--- src/hdl/psg_pkg.sv ---
// ---------------------------------------------------------------------------
// psg_pkg: shared types and constants of the PSG tone generator
// Beat layouts, register map codes and the control bundles that pass
// between the top level, the serial divider and the serial phase unit.
// ---------------------------------------------------------------------------
`timescale 1ns / 1ps

package psg_pkg;

  localparam int unsigned NumTones   = 3;
  localparam int unsigned PhaseWidth = 29;
  localparam int unsigned RateWidth  = 32;
  localparam int unsigned PeriodWidth = 10;
  localparam int unsigned CountWidth = $clog2(RateWidth);
  localparam int unsigned AddrWidth  = 3;

  localparam logic [RateWidth-1:0] RateReset = 32'h512b_3400;

  // Register index codes on the configuration port
  localparam logic RegRateConstant = 1'b0;

  // Input opcodes
  localparam logic OpWrite = 1'b0;
  localparam logic OpTick  = 1'b1;

  typedef struct packed {
    logic       opcode;
    logic [7:0] write_byte;
  } psg_in_t;

  typedef struct packed {
    logic [7:0] tone0_level;
    logic [7:0] tone1_level;
    logic [7:0] tone2_level;
  } psg_out_t;

  // Divider result toward the top level
  typedef struct packed {
    logic                 done;
    logic [RateWidth-1:0] quotient;
  } psg_div_res_t;

  // Phase increment load toward the phase unit
  typedef struct packed {
    logic                  en;
    logic [1:0]            ch;
    logic [PhaseWidth-1:0] value;
  } psg_step_wr_t;

endpackage

--- src/hdl/psg_divider.sv ---
// ---------------------------------------------------------------------------
// psg_divider: bit-serial restoring divider
// Divides the 32-bit rate constant by a nonzero 10-bit period, one
// quotient bit per cycle, most significant bit first.
// ---------------------------------------------------------------------------
`timescale 1ns / 1ps

module psg_divider (
  input  logic                         clk,
  input  logic                         rst_n,
  input  logic                         start,
  input  logic [psg_pkg::RateWidth-1:0]   dividend,
  input  logic [psg_pkg::PeriodWidth-1:0] divisor,
  output psg_pkg::psg_div_res_t        res
);
  import psg_pkg::*;

  logic                   busy_r;
  logic                   done_r;
  logic [CountWidth-1:0]  cnt_r;
  logic [RateWidth-1:0]   dvd_r;
  logic [RateWidth-1:0]   quo_r;
  logic [PeriodWidth-1:0] dvsr_r;
  logic [PeriodWidth-1:0] rem_r;

  logic [PeriodWidth:0]   trial;
  logic                   fits;
  logic [PeriodWidth:0]   diff;
  logic [PeriodWidth-1:0] rem_nxt;

  // Shift the next dividend bit into the partial remainder and try a subtract
  always_comb begin
    trial   = {rem_r, dvd_r[RateWidth-1]};
    fits    = (trial >= {1'b0, dvsr_r});
    diff    = trial - {1'b0, dvsr_r};
    rem_nxt = fits ? diff[PeriodWidth-1:0] : trial[PeriodWidth-1:0];
  end

  // Control: count 32 steps, pulse done at the end
  always_ff @(posedge clk) begin
    if (!rst_n) begin
      busy_r <= 1'b0;
      done_r <= 1'b0;
      cnt_r  <= '0;
    end else begin
      done_r <= 1'b0;
      if (start) begin
        busy_r <= 1'b1;
        cnt_r  <= '0;
      end else if (busy_r) begin
        cnt_r <= cnt_r + 1'b1;
        if (cnt_r == CountWidth'(RateWidth - 1)) begin
          busy_r <= 1'b0;
          done_r <= 1'b1;
        end
      end
    end
  end

  // Datapath: shift dividend out and quotient in
  always_ff @(posedge clk) begin
    if (start) begin
      dvd_r  <= dividend;
      dvsr_r <= divisor;
      rem_r  <= '0;
      quo_r  <= '0;
    end else if (busy_r) begin
      dvd_r <= {dvd_r[RateWidth-2:0], 1'b0};
      rem_r <= rem_nxt;
      quo_r <= {quo_r[RateWidth-2:0], fits};
    end
  end

  assign res.done     = done_r;
  assign res.quotient = quo_r;

endmodule

--- src/hdl/psg_phase.sv ---
// ---------------------------------------------------------------------------
// psg_phase: bit-serial phase accumulators
// Holds three 29-bit accumulators and their increments as rotating shift
// registers; one tick adds all three, one bit per cycle.
// ---------------------------------------------------------------------------
`timescale 1ns / 1ps

module psg_phase (
  input  logic                       clk,
  input  logic                       rst_n,
  input  logic                       start,
  input  psg_pkg::psg_step_wr_t      step_wr,
  output logic                       done,
  output logic [psg_pkg::NumTones-1:0] phase_top
);
  import psg_pkg::*;

  logic                  busy_r;
  logic                  done_r;
  logic [CountWidth-1:0] cnt_r;
  logic [PhaseWidth-1:0] acc_r  [NumTones];
  logic [PhaseWidth-1:0] stp_r  [NumTones];
  logic [NumTones-1:0]   carry_r;

  // Control: run 29 bit steps per tick
  always_ff @(posedge clk) begin
    if (!rst_n) begin
      busy_r <= 1'b0;
      done_r <= 1'b0;
      cnt_r  <= '0;
    end else begin
      done_r <= 1'b0;
      if (start) begin
        busy_r <= 1'b1;
        cnt_r  <= '0;
      end else if (busy_r) begin
        cnt_r <= cnt_r + 1'b1;
        if (cnt_r == CountWidth'(PhaseWidth - 1)) begin
          busy_r <= 1'b0;
          done_r <= 1'b1;
        end
      end
    end
  end

  // Serial add per channel; rotate both words so they realign at the end
  always_ff @(posedge clk) begin
    if (!rst_n) begin
      carry_r <= '0;
      for (int i = 0; i < NumTones; i++) begin
        acc_r[i] <= '0;
        stp_r[i] <= '0;
      end
    end else begin
      if (start) begin
        carry_r <= '0;
      end else if (busy_r) begin
        for (int i = 0; i < NumTones; i++) begin
          acc_r[i]   <= {acc_r[i][0] ^ stp_r[i][0] ^ carry_r[i], acc_r[i][PhaseWidth-1:1]};
          stp_r[i]   <= {stp_r[i][0], stp_r[i][PhaseWidth-1:1]};
          carry_r[i] <= (acc_r[i][0] & stp_r[i][0]) | (carry_r[i] & (acc_r[i][0] ^ stp_r[i][0]));
        end
      end
      // Load a new increment; never overlaps a running tick
      if (step_wr.en) begin
        for (int i = 0; i < NumTones; i++) begin
          if (step_wr.ch == 2'(i)) begin
            stp_r[i] <= step_wr.value;
          end
        end
      end
    end
  end

  always_comb begin
    for (int i = 0; i < NumTones; i++) begin
      phase_top[i] = acc_r[i][PhaseWidth-1];
    end
  end

  assign done = done_r;

endmodule

--- src/hdl/psg_tone_generator.sv ---
// ---------------------------------------------------------------------------
// psg_tone_generator: tone section of a programmable sound generator
// Decodes register write bytes, computes phase increments and produces
// three tone levels per sample tick.
// ---------------------------------------------------------------------------
// Usage:
//   Input beats (in_valid/in_stall/in_data) carry either a register write
//   byte (opcode 0) or a sample tick (opcode 1). Each tick yields one output
//   beat (out_valid/out_stall/out_data) with three channel levels; writes
//   yield none.
//   Flow: a volume write, a channel 3 frequency write or a tone frequency
//   write with a zero period leaves the block idle; any other tone
//   frequency write runs the 32-step serial divider that computes the
//   phase increment. A tick runs the 29-bit serial phase adder. One item
//   is in work at a time; in_stall is high while it runs.
//   The output register holds a finished beat while the next item is taken;
//   a tick that finishes while out_stall still holds the previous beat waits
//   until that beat leaves.
//   Reset (rst_n low, synchronous) holds in_stall, clears volumes, periods,
//   phases and increments and loads rate_constant with 0x512b3400. It sits
//   at byte address 0 of the APB port. The user must see that it is written
//   only while idle; the block itself does not enforce this.
// ---------------------------------------------------------------------------
`timescale 1ns / 1ps

module psg_tone_generator (
  input  logic                          clk,
  input  logic                          rst_n,
  input  logic                          in_valid,
  output logic                          in_stall,
  input  psg_pkg::psg_in_t              in_data,
  output logic                          out_valid,
  input  logic                          out_stall,
  output psg_pkg::psg_out_t             out_data,
  input  logic                          psel,
  input  logic                          penable,
  input  logic                          pwrite,
  input  logic [psg_pkg::AddrWidth-1:0] paddr,
  input  logic [31:0]                   pwdata,
  output logic [31:0]                   prdata,
  output logic                          pready
);
  import psg_pkg::*;

  typedef enum logic [1:0] {
    ST_IDLE,
    ST_DIVIDE,
    ST_TICK,
    ST_HOLD
  } state_t;

  state_t                 state_r;
  logic [RateWidth-1:0]   rate_r;
  logic [1:0]             latched_r;
  logic [7:0]             vol_r  [NumTones];
  logic [3:0]             plow_r [4];
  logic [5:0]             phigh_r [4];
  logic [1:0]             div_ch_r;
  logic                   out_valid_r;
  psg_out_t               out_data_r;

  logic                   accept;
  logic                   out_free;
  logic [1:0]             byte_ch;
  logic                   is_freq;
  logic [1:0]             freq_ch;
  logic [3:0]             new_low;
  logic [5:0]             new_high;
  logic [PeriodWidth-1:0] new_period;
  logic                   div_start;
  logic                   tick_start;
  psg_div_res_t           div_res;
  psg_step_wr_t           step_wr;
  logic                   phase_done;
  logic [NumTones-1:0]    phase_top;

  // Configuration port
  assign pready = 1'b1;
  assign prdata = (paddr[2] == RegRateConstant) ? rate_r : '0;

  always_ff @(posedge clk) begin
    if (!rst_n) begin
      rate_r <= RateReset;
    end else if (psel && penable && pwrite && (paddr[2] == RegRateConstant)) begin
      rate_r <= pwdata;
    end
  end

  // Write byte decode; period formed from the halves as they will stand
  always_comb begin
    accept   = in_valid && !in_stall;
    out_free = !out_valid_r || !out_stall;
    byte_ch  = in_data.write_byte[6:5];
    is_freq  = !in_data.write_byte[7] || !in_data.write_byte[4];
    freq_ch  = in_data.write_byte[7] ? byte_ch : latched_r;
    new_low  = in_data.write_byte[7] ? in_data.write_byte[3:0] : plow_r[freq_ch];
    new_high = in_data.write_byte[7] ? phigh_r[freq_ch] : in_data.write_byte[5:0];
    new_period = {new_high, new_low};
    div_start  = accept && (in_data.opcode == OpWrite) && is_freq
                 && (freq_ch != 2'd3) && (new_period != '0);
    tick_start = accept && (in_data.opcode == OpTick);
  end

  // Increment load: zero at once for a zero period, else the quotient
  always_comb begin
    step_wr.en    = 1'b0;
    step_wr.ch    = div_ch_r;
    step_wr.value = div_res.quotient[PhaseWidth-1:0];
    if (div_res.done) begin
      step_wr.en = 1'b1;
    end else if (accept && (in_data.opcode == OpWrite) && is_freq
                 && (freq_ch != 2'd3) && (new_period == '0)) begin
      step_wr.en    = 1'b1;
      step_wr.ch    = freq_ch;
      step_wr.value = '0;
    end
  end

  psg_divider u_div (
    .clk      (clk),
    .rst_n    (rst_n),
    .start    (div_start),
    .dividend (rate_r),
    .divisor  (new_period),
    .res      (div_res)
  );

  psg_phase u_phase (
    .clk       (clk),
    .rst_n     (rst_n),
    .start     (tick_start),
    .step_wr   (step_wr),
    .done      (phase_done),
    .phase_top (phase_top)
  );

  // Sequencer, register file and output register
  always_ff @(posedge clk) begin
    if (!rst_n) begin
      state_r     <= ST_IDLE;
      latched_r   <= '0;
      div_ch_r    <= '0;
      out_valid_r <= 1'b0;
      for (int i = 0; i < NumTones; i++) begin
        vol_r[i] <= '0;
      end
      for (int i = 0; i < 4; i++) begin
        plow_r[i]  <= '0;
        phigh_r[i] <= '0;
      end
    end else begin
      // Drop the output beat once taken
      if (out_valid_r && !out_stall) begin
        out_valid_r <= 1'b0;
      end
      unique case (state_r)
        ST_IDLE: begin
          if (accept && (in_data.opcode == OpWrite)) begin
            if (!is_freq) begin
              if (byte_ch != 2'd3) begin
                vol_r[byte_ch] <= {~in_data.write_byte[3:0], ~in_data.write_byte[3:0]};
              end
            end else begin
              plow_r[freq_ch]  <= new_low;
              phigh_r[freq_ch] <= new_high;
              if (in_data.write_byte[7]) begin
                latched_r <= byte_ch;
              end
              div_ch_r <= freq_ch;
              if (div_start) begin
                state_r <= ST_DIVIDE;
              end
            end
          end else if (tick_start) begin
            state_r <= ST_TICK;
          end
        end
        ST_DIVIDE: begin
          if (div_res.done) begin
            state_r <= ST_IDLE;
          end
        end
        ST_TICK: begin
          if (phase_done) begin
            state_r <= ST_HOLD;
          end
        end
        ST_HOLD: begin
          // Wait for a free output slot, then load the beat
          if (out_free) begin
            out_valid_r            <= 1'b1;
            out_data_r.tone0_level <= phase_top[0] ? vol_r[0] : 8'd0;
            out_data_r.tone1_level <= phase_top[1] ? vol_r[1] : 8'd0;
            out_data_r.tone2_level <= phase_top[2] ? vol_r[2] : 8'd0;
            state_r                <= ST_IDLE;
          end
        end
        default: begin
          state_r <= ST_IDLE;
        end
      endcase
    end
  end

  assign in_stall  = (state_r != ST_IDLE) || !rst_n;
  assign out_valid = out_valid_r;
  assign out_data  = out_data_r;

endmodule
--- config.mk ---
export PLATFORM = sky130hd
export DESIGN_NAME = psg_tone_generator
export DESIGN_NICKNAME = d
export VERILOG_FILES = /design/src/hdl/psg_pkg.sv /design/src/hdl/psg_divider.sv /design/src/hdl/psg_phase.sv /design/src/hdl/psg_tone_generator.sv
export SDC_FILE = /design/constraint.sdc
export NUM_CORES = 1
export LEC_CHECK = 0
export BUFFER_PORTS_ARGS = -buffer_cell sky130_fd_sc_hd__buf_2
export CAP_MARGIN = 10
export CORE_UTILIZATION = 55
export CTS_CLUSTER_DIAMETER = 40
export DETAILED_ROUTE_END_ITERATION = 8
export PLACE_DENSITY = 0.73
export SLEW_MARGIN = 15
export SYNTH_ARGS = -nofsm -noshare
export SYNTH_HDL_FRONTEND = slang
export SYNTH_HIERARCHICAL = 1
export SYNTH_SLANG_ARGS = --single-unit
--- constraint.sdc ---
create_clock -name clk -period 4.3 [get_ports clk]
set_input_delay 0.645 -clock clk [delete_from_list [all_inputs] [get_ports clk]]
set_output_delay 0.645 -clock clk [all_outputs]
set_load 0.02 [all_outputs]
==> results.sh <==
export IMPL_status="completed"
export IMPL_root_buffer="clkbuf_16"
export IMPL_post_cts_buffers=0
export IMPL_period_minus_slack_ns=3.61
export IMPL_slowest_stage="dfxtp_1"
export IMPL_drive_above_1_share_pct=25.6
export IMPL_port_buffers=106
export IMPL_leakage_nw=8.39
export IMPL_ff2ff_setup_slack_ns=0.69
export IMPL_fillers=2345
export IMPL_worst_skew_pair_late_latency_ns=0.57
export IMPL_top_layer_used="met5"
export IMPL_grt_pass1_vias=10300
export IMPL_htreeDepth=2
export IMPL_cpPeakStageDelay_ns=0.63
export IMPL_cts_buffers=50
export IMPL_fin_crit_sh_pct=84.0
export IMPL_setup_violations=0
export IMPL_synthesis_instances=1359
export IMPL_path_clk_slew_ns=0.06
export IMPL_fin_worst_skew_ns=0.0252
export IMPL_vias=10500
export IMPL_rows=65
export IMPL_dieArea_um2=33000
export IMPL_post_cts_resized_instances=0
export IMPL_finalMaxSlewViolations=0
export IMPL_setup_slack_ns=0.687
export IMPL_syn_to_final_growth_pct=13.0
export IMPL_place_ws_ns=0.448
export IMPL_dp_hpwl_um=19600
export IMPL_cp_required_ns=4.59
export IMPL_remaining_drc_errors=0
export IMPL_crit_chain="mux4_2 -> nor3_2 -> a41o_1 -> nand4_2 -> nor4_2 -> mux2_2 -> nand4bb_4 -> buf_4 -> mux2_4"
export IMPL_grt_overflow_total=0
export IMPL_first_iter_violations=628
export IMPL_gp_congestion=0.808
export IMPL_ant_nets=0
export IMPL_start_kind="flop"
export IMPL_worst_setup_path_end_kind="flop"
export IMPL_design_area_um2=20100
export IMPL_grt_pass1_wl_um=53700
export IMPL_wl_met3_um=1270
export IMPL_p_per_area_nw_per_um2=482
export IMPL_rsz0062_at_grt="false"
export IMPL_drt_first_pass_iters=5
export IMPL_antenna_found_initial=1
export IMPL_num_nets_final=1495
export IMPL_die_h_um=182
export IMPL_cts_tree="yes"
export IMPL_drt_wirelength_per_cell_um=17.6
export IMPL_core_um2=31600
export IMPL_finalPower_w=0.00967
export IMPL_die_w_um=182
export IMPL_ys_warnings_count=6
export IMPL_cts_sinks=373
export IMPL_tightest_slew_ns=1.10
export IMPL_finalHoldViolCount=0
export IMPL_relSlewSlack_pct=27.0
export IMPL_arrival_ns=3.91
export IMPL_setup_tns_final_ns=0
export IMPL_cts_hold_fix_buffers=0
export IMPL_ios=110
export IMPL_fmax_mhz=277
export IMPL_cap_violations=0
export IMPL_cts_max_path_buffers=3
export IMPL_viasPerCell=5.63
export IMPL_avgSynthCellArea_um2=13.1
export IMPL_grt_max_degree=88
export IMPL_grtUsageTotal_pct=20.1
export IMPL_totalWireLength_um=32900
export IMPL_cp_max_fo=14
export IMPL_hold_path_class="in2reg"
export IMPL_ir_worst_vdd_uv=352
export IMPL_dpl_cell_area_um2=18300
export IMPL_met1_length_um=15200
export IMPL_n_antenna_cell=0
export IMPL_syn_num_nets=1428
export IMPL_hold_slack_ns=0.290
export IMPL_netlist_area_um2=17800
export IMPL_wl_met2_um=15700
export IMPL_crit_type="reg2reg"
export IMPL_initial_utilization_pct=56.2
==> critical path, delay by kind of cell, from the launching register on <==
family / cells / cell delay, ns
AND/OR/NAND/NOR: 4 / 0.94
buffers and inverters: 1 / 0.28
AO/OA/AOI/OAI: 1 / 0.14
multiplexers: 3 / 1.36
flip-flops: 1 / 0.63
==> layout by cell type (no fill, tap or decap), drive strengths merged, types with 3 or more instances in the layout <==
master and count:
o21ai 10, o311ai 4, buf 133, nand3 18
clkinvlp 5, a21oi 14, nor2b 63, and3 3
inv 38, clkbuf 60, nand2b 6, xor2 4
clkinv 13, ha 14, o21a 3, bufinv 7
a41o 3, nand4b 4, nand3b 3, a32o 3
a21boi 25, nand4 8, dfxtp 93, nand2 105
xnor2 5, a211oi 6, mux4 6, fa 4
and4b 89, edfxtp 280, or3b 3, nor3 7
nor2 118, mux2i 50, mux2 123, and2 103
a311oi 4
==> path summary, 6_finish.rpt <==
kind	from	end	depth (start not counted)
setup reg to reg	div_ch_r[0]	u_phase/stp_r[0][24]	9
setup / recovery	div_ch_r[0]	u_phase/stp_r[0][24]	9
hold reg to reg	rate_r[2]	rate_r[2]	2
hold / removal	pwdata[13]	rate_r[13]	3
==> routing by layer <==
layer	vias to the layer above	global-route usage [%]
li1	5042	-
met1	5213	27.9
met2	210	32.2
met3	58	3.13
met4	2	6.75
met5	-	0
==> layout make-up <==
cell class | count | area, um2 | share of cell area (%)
clock buffers | 60 | 1320 | 6.57
clock inverters | 33 | 428 | 2.13
inverters | 30 | 113 | 0.561
multi-input cells | 838 | 6680 | 33.3
flip-flops and latches | 373 | 10300 | 51.2
well taps | 402 | 503 | 2.51
repair buffers | 133 | 761 | 3.79
==> registers in the layout, summed over array words and instances (netlist names), 10 cells and up <==
register	flops
u_div/quo_r	29
u_div/dvsr_r	10
vol_r	12
u_div/rem_r	10
phigh_r	24
out_data	12
u_phase/stp_r	87
u_phase/acc_r	87
rate_r	32
u_div/dvd_r	32
plow_r	16
==> stage by stage <==
step,std cells,utilization [%]
6_report,1869,63.5
5_1_grt,1869,63.5
2_1_floorplan,1359,-
4_1_cts,1869,63.5
3_5_place_dp,1776,57.9
3_3_place_gp,1776,57.9
==> report_power, final <==
part / internal, W / switching [W]
sequential: 0.00416 / 0.000145
combinational: 0.000455 / 0.000660
clock: 0.00265 / 0.00161
No activity file was read; power rests on OpenSTA's default activity.
